### config.mk
export PLATFORM = sky130hd
export DESIGN_NAME = percent_escape_decoder
export DESIGN_NICKNAME = d
export VERILOG_FILES = /design/src/rtl/ped_pkg.sv /design/src/rtl/ped_decode.sv /design/src/rtl/percent_escape_decoder.sv
export VERILOG_INCLUDE_DIRS = /design/src /design/src/rtl
export SDC_FILE = /design/constraint.sdc
export NUM_CORES = 1
export LEC_CHECK = 0
export BUFFER_PORTS_ARGS = -buffer_cell sky130_fd_sc_hd__clkbuf_2
export CAP_MARGIN = 15
export CORE_ASPECT_RATIO = 1.1
export CORE_MARGIN = 2
export CORE_UTILIZATION = 55
export CTS_CLUSTER_DIAMETER = 100
export CTS_CLUSTER_SIZE = 14
export DETAILED_ROUTE_END_ITERATION = 12
export GPL_ROUTABILITY_DRIVEN = 0
export PLACE_DENSITY = 0.75
export SLEW_MARGIN = 20
export SYNTH_ARGS = -nofsm -noshare
export SYNTH_HDL_FRONTEND = slang
export SYNTH_SLANG_ARGS = --single-unit
export TNS_END_PERCENT = 30
### constraint.sdc
create_clock -name clk -period 6.63 [get_ports clk]
set_input_delay 0.9945 -clock clk [delete_from_list [all_inputs] [get_ports clk]]
set_output_delay 0.9945 -clock clk [all_outputs]
set_load 0.01 [all_outputs]
### src/rtl/percent_escape_decoder_macros.svh
// Assertion macros for the percent-escape decoder.
// Depends on a clock named clk and an active-low reset named rst_n in the user.
`ifndef PERCENT_ESCAPE_DECODER_MACROS_SVH
`define PERCENT_ESCAPE_DECODER_MACROS_SVH
`ifndef SYNTHESIS
// Same-cycle implication, disabled in reset.
`define PED_ASSERT_NOW(label, ante, cons) \
    label: assert property (@(posedge clk) disable iff (!rst_n) (ante) |-> (cons)) \
        else $error("percent_escape_decoder check failed");
// Next-cycle implication, disabled in reset.
`define PED_ASSERT_NEXT(label, ante, cons) \
    label: assert property (@(posedge clk) disable iff (!rst_n) (ante) |=> (cons)) \
        else $error("percent_escape_decoder check failed");
`else
`define PED_ASSERT_NOW(label, ante, cons)
`define PED_ASSERT_NEXT(label, ante, cons)
`endif
`endif

### src/rtl/ped_pkg.sv
// Shared types, codes and hex helpers for the percent-escape decoder.
// No dependencies.
package ped_pkg;

    localparam logic [1:0] MODE_NORMAL = 2'd0;
    localparam logic [1:0] MODE_PCT    = 2'd1;
    localparam logic [1:0] MODE_DIGIT  = 2'd2;

    localparam logic [7:0] PCT_CHAR   = 8'h25;
    localparam logic [7:0] SPACE_CHAR = 8'h20;
    localparam logic [7:0] CTRL_LIMIT = 8'd32;
    localparam logic [7:0] DEL_CODE   = 8'd127;

    localparam int MAX_RESULTS = 3;

    // Decoder outcome for one request: emitted bytes plus the next escape state.
    typedef struct packed {
        logic [1:0]                        count;
        logic [MAX_RESULTS-1:0][7:0]       bytes;
        logic [1:0]                        mode;
        logic [7:0]                        held;
    } ped_result_t;

    function automatic logic hex_valid(input logic [7:0] c);
        return (c inside {[8'h30:8'h39], [8'h41:8'h46], [8'h61:8'h66]});
    endfunction

    function automatic logic [3:0] hex_value(input logic [7:0] c);
        logic [3:0] v;
        v = 4'd0;
        if (c inside {[8'h30:8'h39]})
        begin
            v = c[3:0];
        end
        else if (c inside {[8'h41:8'h46], [8'h61:8'h66]})
        begin
            v = c[3:0] + 4'd9;
        end
        return v;
    endfunction

endpackage

### src/rtl/ped_decode.sv
// Combinational escape decoder: one text byte plus escape state in, up to three bytes out.
// Depends on ped_pkg.
module ped_decode (
    input  logic [1:0]          mode,
    input  logic [7:0]          held,
    input  logic [7:0]          in_byte,
    input  logic                in_last,
    output ped_pkg::ped_result_t res
);
    import ped_pkg::*;

    logic       c_hex;
    logic [7:0] decoded;
    logic [7:0] value;

    assign c_hex = hex_valid(in_byte);
    assign value = {hex_value(held), hex_value(in_byte)};
    assign decoded = (value < CTRL_LIMIT || value == DEL_CODE) ? SPACE_CHAR : value;

    always_comb
    begin
        res       = '0;
        res.mode  = MODE_NORMAL;
        res.held  = held;
        case (mode)
            MODE_PCT:
            begin
                if (in_byte == PCT_CHAR)
                begin
                    res.bytes[res.count] = PCT_CHAR;
                    res.count = res.count + 2'd1;
                end
                else if (c_hex)
                begin
                    res.held = in_byte;
                    res.mode = MODE_DIGIT;
                end
                else
                begin
                    // Broken escape: emit the percent sign, then the byte as text.
                    res.bytes[res.count] = PCT_CHAR;
                    res.count = res.count + 2'd1;
                    res.bytes[res.count] = in_byte;
                    res.count = res.count + 2'd1;
                end
            end
            MODE_DIGIT:
            begin
                if (c_hex)
                begin
                    res.bytes[res.count] = decoded;
                    res.count = res.count + 2'd1;
                end
                else
                begin
                    res.bytes[res.count] = PCT_CHAR;
                    res.count = res.count + 2'd1;
                    res.bytes[res.count] = held;
                    res.count = res.count + 2'd1;
                    if (in_byte == PCT_CHAR)
                    begin
                        res.mode = MODE_PCT;
                    end
                    else
                    begin
                        res.bytes[res.count] = in_byte;
                        res.count = res.count + 2'd1;
                    end
                end
            end
            default:
            begin
                if (in_byte == PCT_CHAR)
                begin
                    res.mode = MODE_PCT;
                end
                else
                begin
                    res.bytes[res.count] = in_byte;
                    res.count = res.count + 2'd1;
                end
            end
        endcase

        // Flush a pending escape at the end of the text.
        if (in_last)
        begin
            if (res.mode == MODE_PCT)
            begin
                res.bytes[res.count] = PCT_CHAR;
                res.count = res.count + 2'd1;
            end
            else if (res.mode == MODE_DIGIT)
            begin
                res.bytes[res.count] = PCT_CHAR;
                res.count = res.count + 2'd1;
                res.bytes[res.count] = res.held;
                res.count = res.count + 2'd1;
            end
            res.mode = MODE_NORMAL;
        end
    end

endmodule

### src/rtl/percent_escape_decoder.sv
// Top level of the streaming percent-escape decoder.
// Depends on ped_pkg, ped_decode and percent_escape_decoder_macros.svh.
//
//  channel   | direction | payload
//  ----------+-----------+---------------------------------------------
//  s_axis    | in        | tdata = in_byte[7:0], tlast = in_last
//  m_axis    | out       | tdata = out_byte[7:0], tlast = run_last,
//            |           | tuser = text_end
//
// Each request is decoded in the cycle it is accepted and its 0..3 result
// bytes land in a three-entry result buffer that drains one byte per cycle
// while m_axis_tready is high. Plain text streams at one byte per cycle while
// the sink is ready; a request yielding more bytes holds the input until the
// last of them leaves through the single output port draining the buffer.
// Reset clears the escape state and empties the result buffer.
// Output stalls propagate to s_axis_tready through the buffer fill level.
module percent_escape_decoder (
    input  logic       clk,
    input  logic       rst_n,
    input  logic       s_axis_tvalid,
    output logic       s_axis_tready,
    input  logic [7:0] s_axis_tdata,   // [7:0] in_byte
    input  logic       s_axis_tlast,
    output logic       m_axis_tvalid,
    input  logic       m_axis_tready,
    output logic [7:0] m_axis_tdata,   // [7:0] out_byte
    output logic       m_axis_tlast,
    output logic       m_axis_tuser    // [0] text_end
);
    import ped_pkg::*;

    `include "percent_escape_decoder_macros.svh"

    // Escape state carried between requests.
    logic [1:0] mode_reg;
    logic [7:0] held_reg;

    // Result buffer: entry 0 is the byte on the output port.
    logic [MAX_RESULTS-1:0][7:0] byte_reg;
    logic [1:0]                  cnt_reg;
    logic                        end_reg;

    ped_result_t dec_res;
    logic        in_fire;
    logic        out_fire;

    ped_decode u_decode (
        .mode    (mode_reg),
        .held    (held_reg),
        .in_byte (s_axis_tdata),
        .in_last (s_axis_tlast),
        .res     (dec_res)
    );

    // Take a new request when the buffer is empty or its final byte leaves now.
    assign s_axis_tready = (cnt_reg == 2'd0) || (cnt_reg == 2'd1 && m_axis_tready);
    assign in_fire       = s_axis_tvalid && s_axis_tready;

    assign m_axis_tvalid = (cnt_reg != 2'd0);
    assign m_axis_tdata  = byte_reg[0];
    assign m_axis_tlast  = (cnt_reg == 2'd1);
    assign m_axis_tuser  = (cnt_reg == 2'd1) && end_reg;
    assign out_fire      = m_axis_tvalid && m_axis_tready;

    always_ff @(posedge clk or negedge rst_n)
    begin
        if (!rst_n)
        begin
            mode_reg <= MODE_NORMAL;
            held_reg <= 8'd0;
            cnt_reg  <= 2'd0;
            end_reg  <= 1'b0;
        end
        else if (in_fire)
        begin
            // Advance the escape state and load this request's results.
            mode_reg <= dec_res.mode;
            held_reg <= dec_res.held;
            cnt_reg  <= dec_res.count;
            end_reg  <= s_axis_tlast;
        end
        else if (out_fire)
        begin
            cnt_reg <= cnt_reg - 2'd1;
        end
    end

    // Payload of the buffer: load on accept, shift down on each delivered byte.
    always_ff @(posedge clk)
    begin
        if (in_fire)
        begin
            byte_reg <= dec_res.bytes;
        end
        else if (out_fire)
        begin
            byte_reg[0] <= byte_reg[1];
            byte_reg[1] <= byte_reg[2];
        end
    end

    // A request that ends the text always leaves at least one byte to deliver.
    `PED_ASSERT_NEXT(a_flush_emits, in_fire && s_axis_tlast, m_axis_tvalid)
    // The end of the text is always flushed back to normal mode.
    `PED_ASSERT_NEXT(a_flush_mode, in_fire && s_axis_tlast, mode_reg == MODE_NORMAL)
    // The text-end marker only ever rides on the last byte of a run.
    `PED_ASSERT_NOW(a_end_on_last, m_axis_tuser, m_axis_tlast)
    // A run that is not finished keeps presenting bytes.
    `PED_ASSERT_NEXT(a_run_continues, out_fire && !m_axis_tlast, m_axis_tvalid)

endmodule

## Word-level counts from Yosys, hierarchy flattened

Cells that the tools add are included.

| operators by class | value |
|---|---|
| equal/unequal tests | 7 |
| multiplexer cells | 37 |
| bitwise gates (word level) | 3 |
| reductions and logical operators | 20 |
| $lt $le $gt $ge | 17 |
| add/subtract/negate cells | 5 |

Operators with widths:

| kind | count |
|---|---|
| 8-bit 2-to-1 mux | 9 |
| 16-bit 2-to-1 mux | 4 |
| 26-bit 2-to-1 mux | 2 |
| 8-bit demux with 2-bit select | 2 |
| 8-bit by 7-bit >= comparator with 1-bit output, second input constant | 4 |
| 8-bit by 7-bit <= comparator with 1-bit output, second input constant | 4 |
| 28-bit 2-to-1 mux | 1 |
| 24-bit bitwise mux | 1 |
| 10-bit 2-to-1 mux | 2 |
| 10-bit case mux with 2 select lines | 1 |
| 8-bit by 6-bit >= comparator with 1-bit output, second input constant | 2 |
| 8-bit by 6-bit <= comparator with 1-bit output, second input constant | 2 |
| 4-bit 2-to-1 mux | 4 |
| 8-bit case mux with 2 select lines | 1 |
| 15-bit bitwise AND | 1 |
| 15-bit NOT | 1 |
| 1-bit logical AND | 12 |
| 2-bit 2-to-1 mux | 6 |
| 9-bit 2-to-1 mux | 1 |
| 9-bit OR | 1 |
| 4-bit adder, second input constant | 2 |
| 8-bit by 6-bit equality test with 1-bit output, second input constant | 1 |
| 8-bit by 7-bit equality test with 1-bit output, second input constant | 1 |
| 8-bit by 6-bit less-than comparator with 1-bit output, second input constant | 1 |
| other kinds (12) | 23 |

| storage, ports and cells | value |
|---|---|
| register bits | 37 |
| logic and storage cells | 96 |

## Longest topological paths before layout

Gate-level depths: netlist of the first run.

| logic depth | value |
|---|---|
| depth in word-level cells | 17 |
| mapped depth | 16 |
| depth with buffers taken out | 13 |

## Modules after synthesis

A second synthesis of the first run with hierarchy kept.

| unflattened totals | value |
|---|---|
| cell total of the unflattened synthesis | 305 |
| area total of the unflattened synthesis | 3031.7 um^2 |

Modules (own cells, without submodules):

| module | area an instance (um^2) | seq. area each (um^2) | cells an instance | instances |
|---|---|---|---|---|
| percent_escape_decoder | 1567.8 | 1046.0 | 95 | 1 |
| ped_decode | 1463.9 | 0.0 | 210 | 1 |

## Worst setup path after synthesis of the first run

OpenSTA, ideal clock, no wires.

| path | value |
|---|---|
| path kind | input to register |
| start point | in s_axis_tdata[0] |
| end point | reg byte_reg, in the netlist m_axis_tdata[5], data pin |
| arrival | 3.641 ns |
| path slack | 2.732 ns |
| data required time | 6.374 ns |
| setup time | 0.256 ns |
| stages on the path | 15 |
| cells stage by stage | clkbuf_1 inv_1 ha_1 a21oi_2 a21o_1 buf_2 nor2_1 o21ai_1 inv_1 ha_1 and4_1 buf_6 a211o_2 a2bb2oi_1 o22a_1 |

| on the way | value |
|---|---|
| longest elaborated chain between the ends | 16 |
| elaborated cells between the ends (all ways) | 54 |

Ends and longest elaborated chain:

| element | RTL line | text |
|---|---|---|
| from (decl) | percent_escape_decoder.sv:22 | `input logic [7:0] s_axis_tdata,` |
| 8-bit by 6-bit >= comparator with 1-bit output (tied with other cells) | ped_pkg.sv:25, ped_pkg.sv:31 |  |
| 1-bit logical AND, on equally long branches | ped_pkg.sv:25, ped_pkg.sv:31, ped_pkg.sv:35 |  |
| 3-bit nonzero test or 2-bit nonzero test (tied branches) | ped_pkg.sv:25, ped_pkg.sv:35 |  |
| 2-bit 2-to-1 mux or 4-bit 2-to-1 mux (tied branches) | ped_decode.sv:33, ped_pkg.sv:35 |  |
| 2-bit 2-to-1 mux or 4-bit 2-to-1 mux (tied branches) | ped_decode.sv:28, ped_pkg.sv:31 |  |
| 2-bit case mux with 2 select lines (tied with other cells) | ped_decode.sv:25 | `case (mode)` |
| 2-bit by 1-bit adder with 2-bit output (tied with other cells) | ped_decode.sv:96 | `res.count = res.count + 2'd1;` |
| 2-bit by 3-bit less-than comparator with 1-bit output (implied by the code) (tied with other cells) | ped_decode.sv:97 | `res.bytes[res.count] = res.held;` |
| 1-bit logical AND (implied by the code) (tied with other cells) | ped_decode.sv:97 |  |
| 8-bit 2-to-1 mux (implied by the code) (tied with other cells) | ped_decode.sv:97 |  |
| 8-bit demux with 2-bit select or 9-bit OR (tied branches) | - |  |
| 24-bit bitwise mux | ped_decode.sv:97 |  |
| 26-bit 2-to-1 mux | ped_decode.sv:93 | `else if (res.mode == MODE_DIGIT)` |
| 26-bit 2-to-1 mux | ped_decode.sv:88 | `if (res.mode == MODE_PCT)` |
| 28-bit 2-to-1 mux * | ped_decode.sv:86 | `if (in_last)` |
| 16-bit 2-to-1 mux * | percent_escape_decoder.sv:91 | `if (in_fire)` |
| to (signal assigned) | percent_escape_decoder.sv:93 | `byte_reg <= dec_res.bytes;` |
| to (decl) | percent_escape_decoder.sv:39 | `logic [MAX_RESULTS-1:0][7:0] byte_reg;` |

Mark *: on every way between the ends. The rest lies on a longest branch, timed or not.
A chain may end at the register's enable or synchronous reset.

## Worst setup path in the final report of the first run

| path | value |
|---|---|
| start point | in s_axis_tdata[3] |
| end point | reg byte_reg, in the netlist m_axis_tdata[5], data pin |

The elaborated chain is that of the path after synthesis.

==> results.json, run 1 <==
{
  "worst-slew-pin-transition_ns": 0.9339,
  "ys_async_sr_fraction_pct": 35.14,
  "critical_path.n_buffers_inverters": 2,
  "cts-htree-levels": 2,
  "holdBufCountCts": 0,
  "critical_path.top_delay_family": "compound AO/OA/AOI/OAI gates",
  "globalRouteTotalUtil_pct": 26.28,
  "dieArea_sq_mm": 0.006041,
  "grt_setup_unrepaired": "no",
  "drtIter0Drc": 453,
  "fp.dieH_microns": 81.32,
  "maximum_number_of_pins_on_one_net_before_global_route_repair": 35,
  "period_share_pct": 62.82,
  "synthesis_warnings": 0,
  "rows": 28,
  "grt-ovfl-total": 0,
  "timing.final.crit_period_ns": 4.165,
  "detailroute.via_count": 2682,
  "num_io_pins": 25,
  "clk_pin_slew_worst_paths_ns": 0.07,
  "critical_path_s_largest_stage_delay_ns": 0.61,
  "drc": 0,
  "wirelength_microns": 7493,
  "drt_first_pass_iters": 5,
  "synth.avg_cell_area_sq_um": 9.003,
  "cts_repair_resized_insts": 0,
  "synthCells": 332,
  "antennaDiodeCount": 0,
  "wire_per_inst_microns": 18.19,
  "crit_path_cell_trace": "clkbuf_2 -> or4b_1 -> a21oi_2 -> a21o_1 -> nor2_1 -> o21ai_1 -> inv_1 -> ha_1 -> and4_1 -> a211o_2 -> a2bb2oi_1 -> o22a_1",
  "vdd.ir_drop.worst_uv": 119.2,
  "worstPathRequired_ns": 6.67,
  "grt_antenna_before_repair": 0,
  "status": "finished, final reports clean",
  "category_of_the_most_critical_setup_path": "input port to flip-flop",
  "ys_dominant_reg_cell": "sky130_fd_sc_hd__edfxtp_1",
  "cts_sinks": 37,
  "highest_clock_rate_ghz": 0.2401,
  "instance_area_after_placement_sq_mm": 0.003029,
  "cp-start-kind": "input port",
  "synth_cell_area_sq_mm": 0.002989,
  "drive_above_1_share_pct": 15.43,
  "drv_slew": 0,
  "finalHoldViolCount": 0,
  "portBuffers": 24,
  "largest_register_ff_count": 16,
  "hold_path.class": "flip-flop to flip-flop",
  "endpoint_kind": "flip-flop",
  "timing.setup.tns_ns": 0,
  "tritoncts_clock_tree": "built",
  "maxSlewHeadroom_pct": 37.35,
  "fillers": 501,
  "clock-root-buffer": "sky130_fd_sc_hd__clkbuf_8",
  "core_area_sq_mm": 0.005325,
  "global_route_wire_length_before_repair_microns": 12070,
  "finalNetCount": 366,
  "fin_area_sq_mm": 0.003112,
  "route.antenna.remaining_nets": 0,
  "count_of_max_cap_constraint_violations": 0,
  "numCtsBuffers": 5,
  "post_synth_edffs": 24,
  "ys_types": 72,
  "p_leak_nw": 1.278,
  "maximum_fanout_encountered_on_the_critical_timing_path": 12,
  "finalClockSkew_ns": 0.001391,
  "ys_ff_latch": 37,
  "synthesis.nets": 362,
  "power_density_mw_per_mm2": 231.8,
  "critical_path.slowest_cell": "sky130_fd_sc_hd__or4b_1",
  "post_cts.repair.setup_buffers": 0,
  "worst_skew_pair.late_latency_ns": 0.28,
  "clock_tree.buffer_depth": 2,
  "syn_to_final_growth_pct": 4.102,
  "cp.arrival_ns": 4.20,
  "start_util_pct": 56.13,
  "grt_pass1_vias": 2417,
  "synth_seq_area_share_pct": 34.99,
  "floorplan.die.width_microns": 74.29,
  "detail_route.vias_per_cell": 6.510,
  "setup_viol": 0,
  "design_power_total_w": 0.0007213,
  "dpl.hpwl_microns": 5385
}
## layout make-up
class | instances | area, sq um | share of cell area [%]
clock buffers | 6 | 72.57 | 2.332
clock inverters | 2 | 10.01 | 0.3217
inverters | 16 | 60.06 | 1.930
multi-input cells | 251 | 1702 | 54.68
flip-flops and latches | 37 | 1046 | 33.61
well taps | 75 | 93.84 | 3.016
repair buffers | 25 | 127.6 | 4.101
## where the power goes
| part | switching, W | internal [W] | total, W | leakage (nW) |
|---|---|---|---|---|
| registers | 0.0000193 | 0.000324 | 0.000343 | 0.392 |
| clock network | 0.0000781 | 0.0000728 | 0.000151 | 0.0450 |
| logic | 0.000144 | 0.0000830 | 0.000227 | 0.841 |
## routing by layer
| metal | GRT usage (%) | part of all wire [%] | wire length [microns] |
|---|---|---|---|
| met4 | 11.43 | 3.8 | 286 |
| met3 | 3.846 | 9.0 | 674 |
| met5 | 0 | 0 | 0 |
| met2 | 40.54 | 46 | 3410 |
| met1 | 36.63 | 42 | 3121 |
## cell families after synthesis
logic type               count (synthesis)  share of synthesized area (%)
AO/OA/AOI/OAI                          121                          28.59
adder cells (fa/ha/maj)                 17                          7.116
buffers and inverters                   44                          8.078
flip-flops                              37                          34.99
multiplexers                             7                          2.930
AND/OR/NAND/NOR                        106                          18.29
## synthesized netlist by cell type, types with 2 or more instances
cell,count,share of area (%)
sky130_fd_sc_hd__buf_4,8,2.0
sky130_fd_sc_hd__o22ai_1,3,0.63
sky130_fd_sc_hd__o21ai_1,19,3.2
sky130_fd_sc_hd__and3_1,3,0.63
sky130_fd_sc_hd__a21oi_1,20,3.3
sky130_fd_sc_hd__o41ai_1,4,1.2
sky130_fd_sc_hd__clkbuf_8,2,0.92
sky130_fd_sc_hd__clkbuf_1,11,1.4
sky130_fd_sc_hd__and4_1,2,0.59
sky130_fd_sc_hd__a41oi_1,2,0.59
sky130_fd_sc_hd__inv_1,15,1.9
sky130_fd_sc_hd__edfxtp_1,24,24
sky130_fd_sc_hd__buf_2,3,0.50
sky130_fd_sc_hd__nor2b_1,3,0.63
sky130_fd_sc_hd__ha_1,17,7.1
sky130_fd_sc_hd__dfrtp_1,13,11
sky130_fd_sc_hd__nand4bb_1,2,0.75
sky130_fd_sc_hd__and2_1,6,1.3
sky130_fd_sc_hd__nor2_1,23,2.9
sky130_fd_sc_hd__nand2_1,35,4.4
sky130_fd_sc_hd__nand3_1,12,2.0
sky130_fd_sc_hd__or2_1,2,0.42
sky130_fd_sc_hd__a21o_1,5,1.3
sky130_fd_sc_hd__nand2b_1,2,0.42
sky130_fd_sc_hd__a21o_2,2,0.59
sky130_fd_sc_hd__o21bai_1,4,1.0
sky130_fd_sc_hd__o221ai_1,4,1.2
sky130_fd_sc_hd__mux2i_1,4,1.3
sky130_fd_sc_hd__o22a_1,3,0.88
sky130_fd_sc_hd__nor3_1,2,0.33
sky130_fd_sc_hd__a22o_1,2,0.59
sky130_fd_sc_hd__o21a_1,2,0.50
sky130_fd_sc_hd__o21ai_0,14,2.3
sky130_fd_sc_hd__a22oi_1,8,2.0
sky130_fd_sc_hd__buf_6,3,1.1
sky130_fd_sc_hd__a21oi_2,2,0.59
sky130_fd_sc_hd__a31oi_1,5,1.0
sky130_fd_sc_hd__nand4_1,4,0.84
sky130_fd_sc_hd__a211oi_1,3,0.75
sky130_fd_sc_hd__o31ai_1,2,0.50
## cells in the final DEF, fill, tap and decap left out, types with 3 or more instances in the layout
master and n:
sky130_fd_sc_hd__ha_1 17, sky130_fd_sc_hd__nand2_1 35, sky130_fd_sc_hd__nand4_1 4, sky130_fd_sc_hd__o22ai_1 3
sky130_fd_sc_hd__edfxtp_1 24, sky130_fd_sc_hd__o21ai_0 14, sky130_fd_sc_hd__o21ai_1 19, sky130_fd_sc_hd__dfrtp_1 13
sky130_fd_sc_hd__a211oi_1 3, sky130_fd_sc_hd__mux2i_1 4, sky130_fd_sc_hd__o22a_1 3, sky130_fd_sc_hd__clkbuf_8 5
sky130_fd_sc_hd__a31oi_1 5, sky130_fd_sc_hd__o21bai_1 4, sky130_fd_sc_hd__and2_1 6, sky130_fd_sc_hd__clkbuf_2 24
sky130_fd_sc_hd__nand3_1 12, sky130_fd_sc_hd__nor2b_1 3, sky130_fd_sc_hd__and3_1 3, sky130_fd_sc_hd__inv_1 15
sky130_fd_sc_hd__a22oi_1 8, sky130_fd_sc_hd__o221ai_1 4, sky130_fd_sc_hd__a21oi_1 20, sky130_fd_sc_hd__o41ai_1 4
sky130_fd_sc_hd__nor2_1 23, sky130_fd_sc_hd__a21o_1 5
## final timing paths
check	from	endpoint	slack, ns	cells after the start
max	s_axis_tdata[3]	m_axis_tdata[5]	2.47	12
min	end_reg	end_reg	0.49	2
max reg2reg	mode_reg[0]	m_axis_tdata[5]	3.36	10
min reg2reg	end_reg	end_reg	0.49	2
max in group asynchronous	rst_n	held_reg[4]	5.77	1
min in group asynchronous	rst_n	held_reg[6]	0.60	1
## worst register-to-register path: stages (launching register included)
cell                        delay [ns]
sky130_fd_sc_hd__dfrtp_1          0.38
sky130_fd_sc_hd__inv_1            0.05
sky130_fd_sc_hd__ha_1             0.75
sky130_fd_sc_hd__nor2b_1          0.17
sky130_fd_sc_hd__o21ai_0          0.37
sky130_fd_sc_hd__inv_1            0.16
sky130_fd_sc_hd__ha_1             0.31
sky130_fd_sc_hd__and4_1           0.26
sky130_fd_sc_hd__a211o_2          0.29
sky130_fd_sc_hd__a2bb2oi_1        0.13
sky130_fd_sc_hd__o22a_1           0.17
## per-stage QoR
step	hold slack (ns)	cells	setup slack (ns)	util, %
floorplan	0.4424	332	2.732	-
global placement	0.4616	404	2.379	56.88
detailed placement	0.4730	404	2.281	56.88
CTS	0.4896	412	2.569	58.44
global route	0.5308	412	2.306	58.44
finish	0.4853	412	2.465	58.44
No activity file was read; power rests on OpenSTA's default activity.
==> run 2, diff against run 1 <==
ABC_AREA = 1   (was unset)
clock period = 4.22 ns   (was 6.63 ns; I/O delays follow)
==> run 2 against run 1 <==
Against the previous run: via count up 8.8%; sequential power up 80%; first-iteration DRC count down 39%; cell count up 22%; power up 100%; largest cell class unchanged; largest power group unchanged.
==> results.json, run 2 <==
{
  "cp.arrival_ns": 3.33,
  "timing.final.crit_period_ns": 3.287,
  "crit_path_cell_trace": "inv_1 -> ha_1 -> inv_1 -> o21ai_0 -> inv_1 -> nand2_1 -> o21ai_0 -> ha_1 -> inv_1 -> nor2_1 -> o21ai_2 -> o21ai_1 -> o211ai_1 -> nand2_1",
  "ys_dominant_reg_cell": "sky130_fd_sc_hd__edfxtp_1",
  "finalClockSkew_ns": 0.009633,
  "holdBufCountCts": 0,
  "synth.top_cells.by_area": "sky130_fd_sc_hd__edfxtp_1 24%, sky130_fd_sc_hd__nand2_1 13%, sky130_fd_sc_hd__dfrtp_1 11%",
  "mostFrequentLayoutCell": "sky130_fd_sc_hd__nand2_1",
  "reg2reg_setup_slack_ns": 0.93,
  "clock_tree.buffer_depth": 2,
  "global_route_wire_length_before_repair_microns": 12630,
  "worstPathRequired_ns": 4.27,
  "ys_ff_latch": 37,
  "top_cell_type_s_share_of_synthesized_area_pct": 23.88,
  "maximum_fanout_encountered_on_the_critical_timing_path": 13,
  "synthCells": 413,
  "grt_setup_unrepaired": "no",
  "crit_top_cell": "sky130_fd_sc_hd__inv_1",
  "pwr-share-comb_pct": 36.4,
  "drive_above_1_share_pct": 15.93,
  "start_util_pct": 56.67,
  "endpoint_kind": "flip-flop",
  "floorplan.die.width_microns": 74.63,
  "detailroute.via_count": 2919,
  "p_leak_nw": 1.557,
  "wire_per_inst_microns": 15.62,
  "cts_repair_resized_insts": 0,
  "cp-start-kind": "flip-flop",
  "finalNetCount": 456,
  "globalRouteTotalUtil_pct": 27.38,
  "drv_slew": 0,
  "timing.setup.tns_ns": 0,
  "design_power_total_w": 0.001457,
  "grt_pass1_vias": 2718,
  "tritoncts_clock_tree": "built",
  "worst-slew-pin-transition_ns": 0.7548,
  "cts_sinks": 37,
  "power_density_mw_per_mm2": 450.8,
  "portBuffers": 24,
  "post_synth_edffs": 24,
  "synth.avg_cell_area_sq_um": 7.307,
  "synth_top_cells_by_count": "102 x sky130_fd_sc_hd__nand2_1, 47 x sky130_fd_sc_hd__nor2_1, 35 x sky130_fd_sc_hd__inv_1",
  "grt-ovfl-total": 0,
  "worst_skew_pair.late_latency_ns": 0.29,
  "grt_antenna_before_repair": 0,
  "critical_path.top_delay_family": "adder cells",
  "synth_seq_area_share_pct": 34.66,
  "drc": 0,
  "maxSlewHeadroom_pct": 49.56,
  "clk_pin_slew_worst_paths_ns": 0.08,
  "drtIter0Drc": 276,
  "critical_path_s_largest_stage_delay_ns": 0.66,
  "cts-htree-levels": 2,
  "seq_power_share_pct": 42.3,
  "fillers": 516,
  "fp.dieH_microns": 81.69,
  "numCtsBuffers": 5,
  "synth_most_common_cell": "sky130_fd_sc_hd__nand2_1",
  "num_io_pins": 25,
  "synth_cell_area_sq_mm": 0.003018,
  "maximum_number_of_pins_on_one_net_before_global_route_repair": 23,
  "post-place-ws_ns": 0.8812,
  "category_of_the_most_critical_setup_path": "flip-flop to flip-flop",
  "detail_route.vias_per_cell": 5.815,
  "worst_slack_ns": 0.9329,
  "drt_first_pass_iters": 8,
  "vdd.ir_drop.worst_uv": 395.2,
  "fin_util_pct": 60.71,
  "critical_path.n_buffers_inverters": 4,
  "route.antenna.remaining_nets": 0,
  "synthesis.nets": 443,
  "p_clk_share_pct": 21.3,
  "hold_path.class": "input port to asynchronous set/reset pin",
  "status": "finished, final reports clean",
  "dieArea_sq_mm": 0.006096,
  "instances_no_fill": 502,
  "netSwitchingFraction_pct": 38.37,
  "clock-root-buffer": "sky130_fd_sc_hd__clkbuf_8",
  "count_of_max_cap_constraint_violations": 0,
  "most_frequent_cells_in_the_layout": "102 x sky130_fd_sc_hd__nand2_1, 47 x sky130_fd_sc_hd__nor2_1, 35 x sky130_fd_sc_hd__inv_1, 27 x sky130_fd_sc_hd__nand3_1, 25 x sky130_fd_sc_hd__o21ai_0",
  "wirelength_microns": 7841,
  "setup_viol": 0,
  "yosys.area.top_type": "sky130_fd_sc_hd__edfxtp_1",
  "core_area_sq_mm": 0.005325,
  "highest_clock_rate_ghz": 0.3042,
  "power.switching_w": 0.0005592,
  "rows": 28,
  "largest_register_ff_count": 16,
  "ys_types": 38,
  "power.internal_w": 0.0008982,
  "synthesis_warnings": 0,
  "antennaDiodeCount": 0,
  "syn_to_final_growth_pct": 7.131,
  "finalHoldViolCount": 0,
  "post_cts.repair.setup_buffers": 0,
  "critical_path.slowest_cell": "sky130_fd_sc_hd__ha_1",
  "ys_async_sr_fraction_pct": 35.14,
  "period_share_pct": 77.89,
  "dpl.hpwl_microns": 6018,
  "numPlacedInstances": 494
}
## run 2: changes by cell type after synthesis, moves of 5 or more
cell,previous run,this run
sky130_fd_sc_hd__a21o_1,5,0
sky130_fd_sc_hd__a22oi_1,8,3
sky130_fd_sc_hd__and2_1,6,0
sky130_fd_sc_hd__inv_1,15,35
sky130_fd_sc_hd__inv_2,0,10
sky130_fd_sc_hd__nand2_1,35,102
sky130_fd_sc_hd__nand3_1,12,27
sky130_fd_sc_hd__nor2_1,23,47
sky130_fd_sc_hd__o21ai_0,14,25
## run 2: power by group through the flow
stage | registers [W] | clock network, W | logic [W]
detailed placement | 0.000623 | 0 | 0.000527
global placement | 0.000620 | 0 | 0.000512
global route | 0.000633 | 0.000323 | 0.000602
CTS | 0.000615 | 0.000307 | 0.000530
finish | 0.000617 | 0.000310 | 0.000531
floorplan | 0.000597 | 0 | 0.000427
## run 2: path summary, 6_finish.rpt
check                              from           end  cells past startpoint
max                         mode_reg[0]  byte_reg[10]                     14
min                               rst_n   held_reg[3]                      1
max reg2reg                 mode_reg[0]  byte_reg[10]                     14
min reg2reg                byte_reg[16]   byte_reg[8]                      2
max in group asynchronous         rst_n   held_reg[6]                      1
min in group clk           byte_reg[16]   byte_reg[8]                      2
## run 2: final cells by class
type                            count  area (sq um)  area share [%]
Multi-Input combinational cell    311          1683           52.05
Sequential cell                    37          1046           32.35
Inverter                           46         172.7           5.341
Timing Repair Buffer               25         127.6           3.947
Tap cell                           75         93.84           2.902
Clock buffer                        5         68.82           2.128
Clock inverter                      3         41.29           1.277
## run 2: layer usage
layer / wire length, microns / share of wire (%) / vias up / track usage, %
met4: 324 / 4.1 / 0 / 13.57
met5: 0 / 0 / - / 0
li1: - / - / 1395 / -
met3: 733 / 9.3 / 32 / 4.540
met1: 3106 / 40 / 1304 / 33.72
met2: 3676 / 47 / 188 / 46.02
## run 2: kinds of logic after synthesis
logic type	Yosys count	share of synthesized area (%)
adder cells (fa/ha/maj)	17	7.048
flip-flops	37	34.66
XOR/XNOR	2	0.5805
AO/OA/AOI/OAI	86	16.00
AND/OR/NAND/NOR	206	32.13
buffers and inverters	65	9.577
## run 2: worst reg2reg max path: stages (launching register included)
cell	delay, ns
sky130_fd_sc_hd__dfrtp_1	0.35
sky130_fd_sc_hd__inv_1	0.06
sky130_fd_sc_hd__ha_1	0.66
sky130_fd_sc_hd__inv_1	0.36
sky130_fd_sc_hd__o21ai_0	0.18
sky130_fd_sc_hd__inv_1	0.10
sky130_fd_sc_hd__nand2_1	0.06
sky130_fd_sc_hd__o21ai_0	0.15
sky130_fd_sc_hd__ha_1	0.27
sky130_fd_sc_hd__inv_1	0.14
sky130_fd_sc_hd__nor2_1	0.08
sky130_fd_sc_hd__o21ai_2	0.31
sky130_fd_sc_hd__o21ai_1	0.13
sky130_fd_sc_hd__o211ai_1	0.12
sky130_fd_sc_hd__nand2_1	0.07
## run 2: through the flow
stage,cell area [sq um],hold WS (ns)
after floorplan,3018,0.3374
after global placement,3123,0.4862
final,3233,0.2307
after detailed placement,3123,0.4944
after CTS,3233,0.2455
after global routing,3233,0.2586
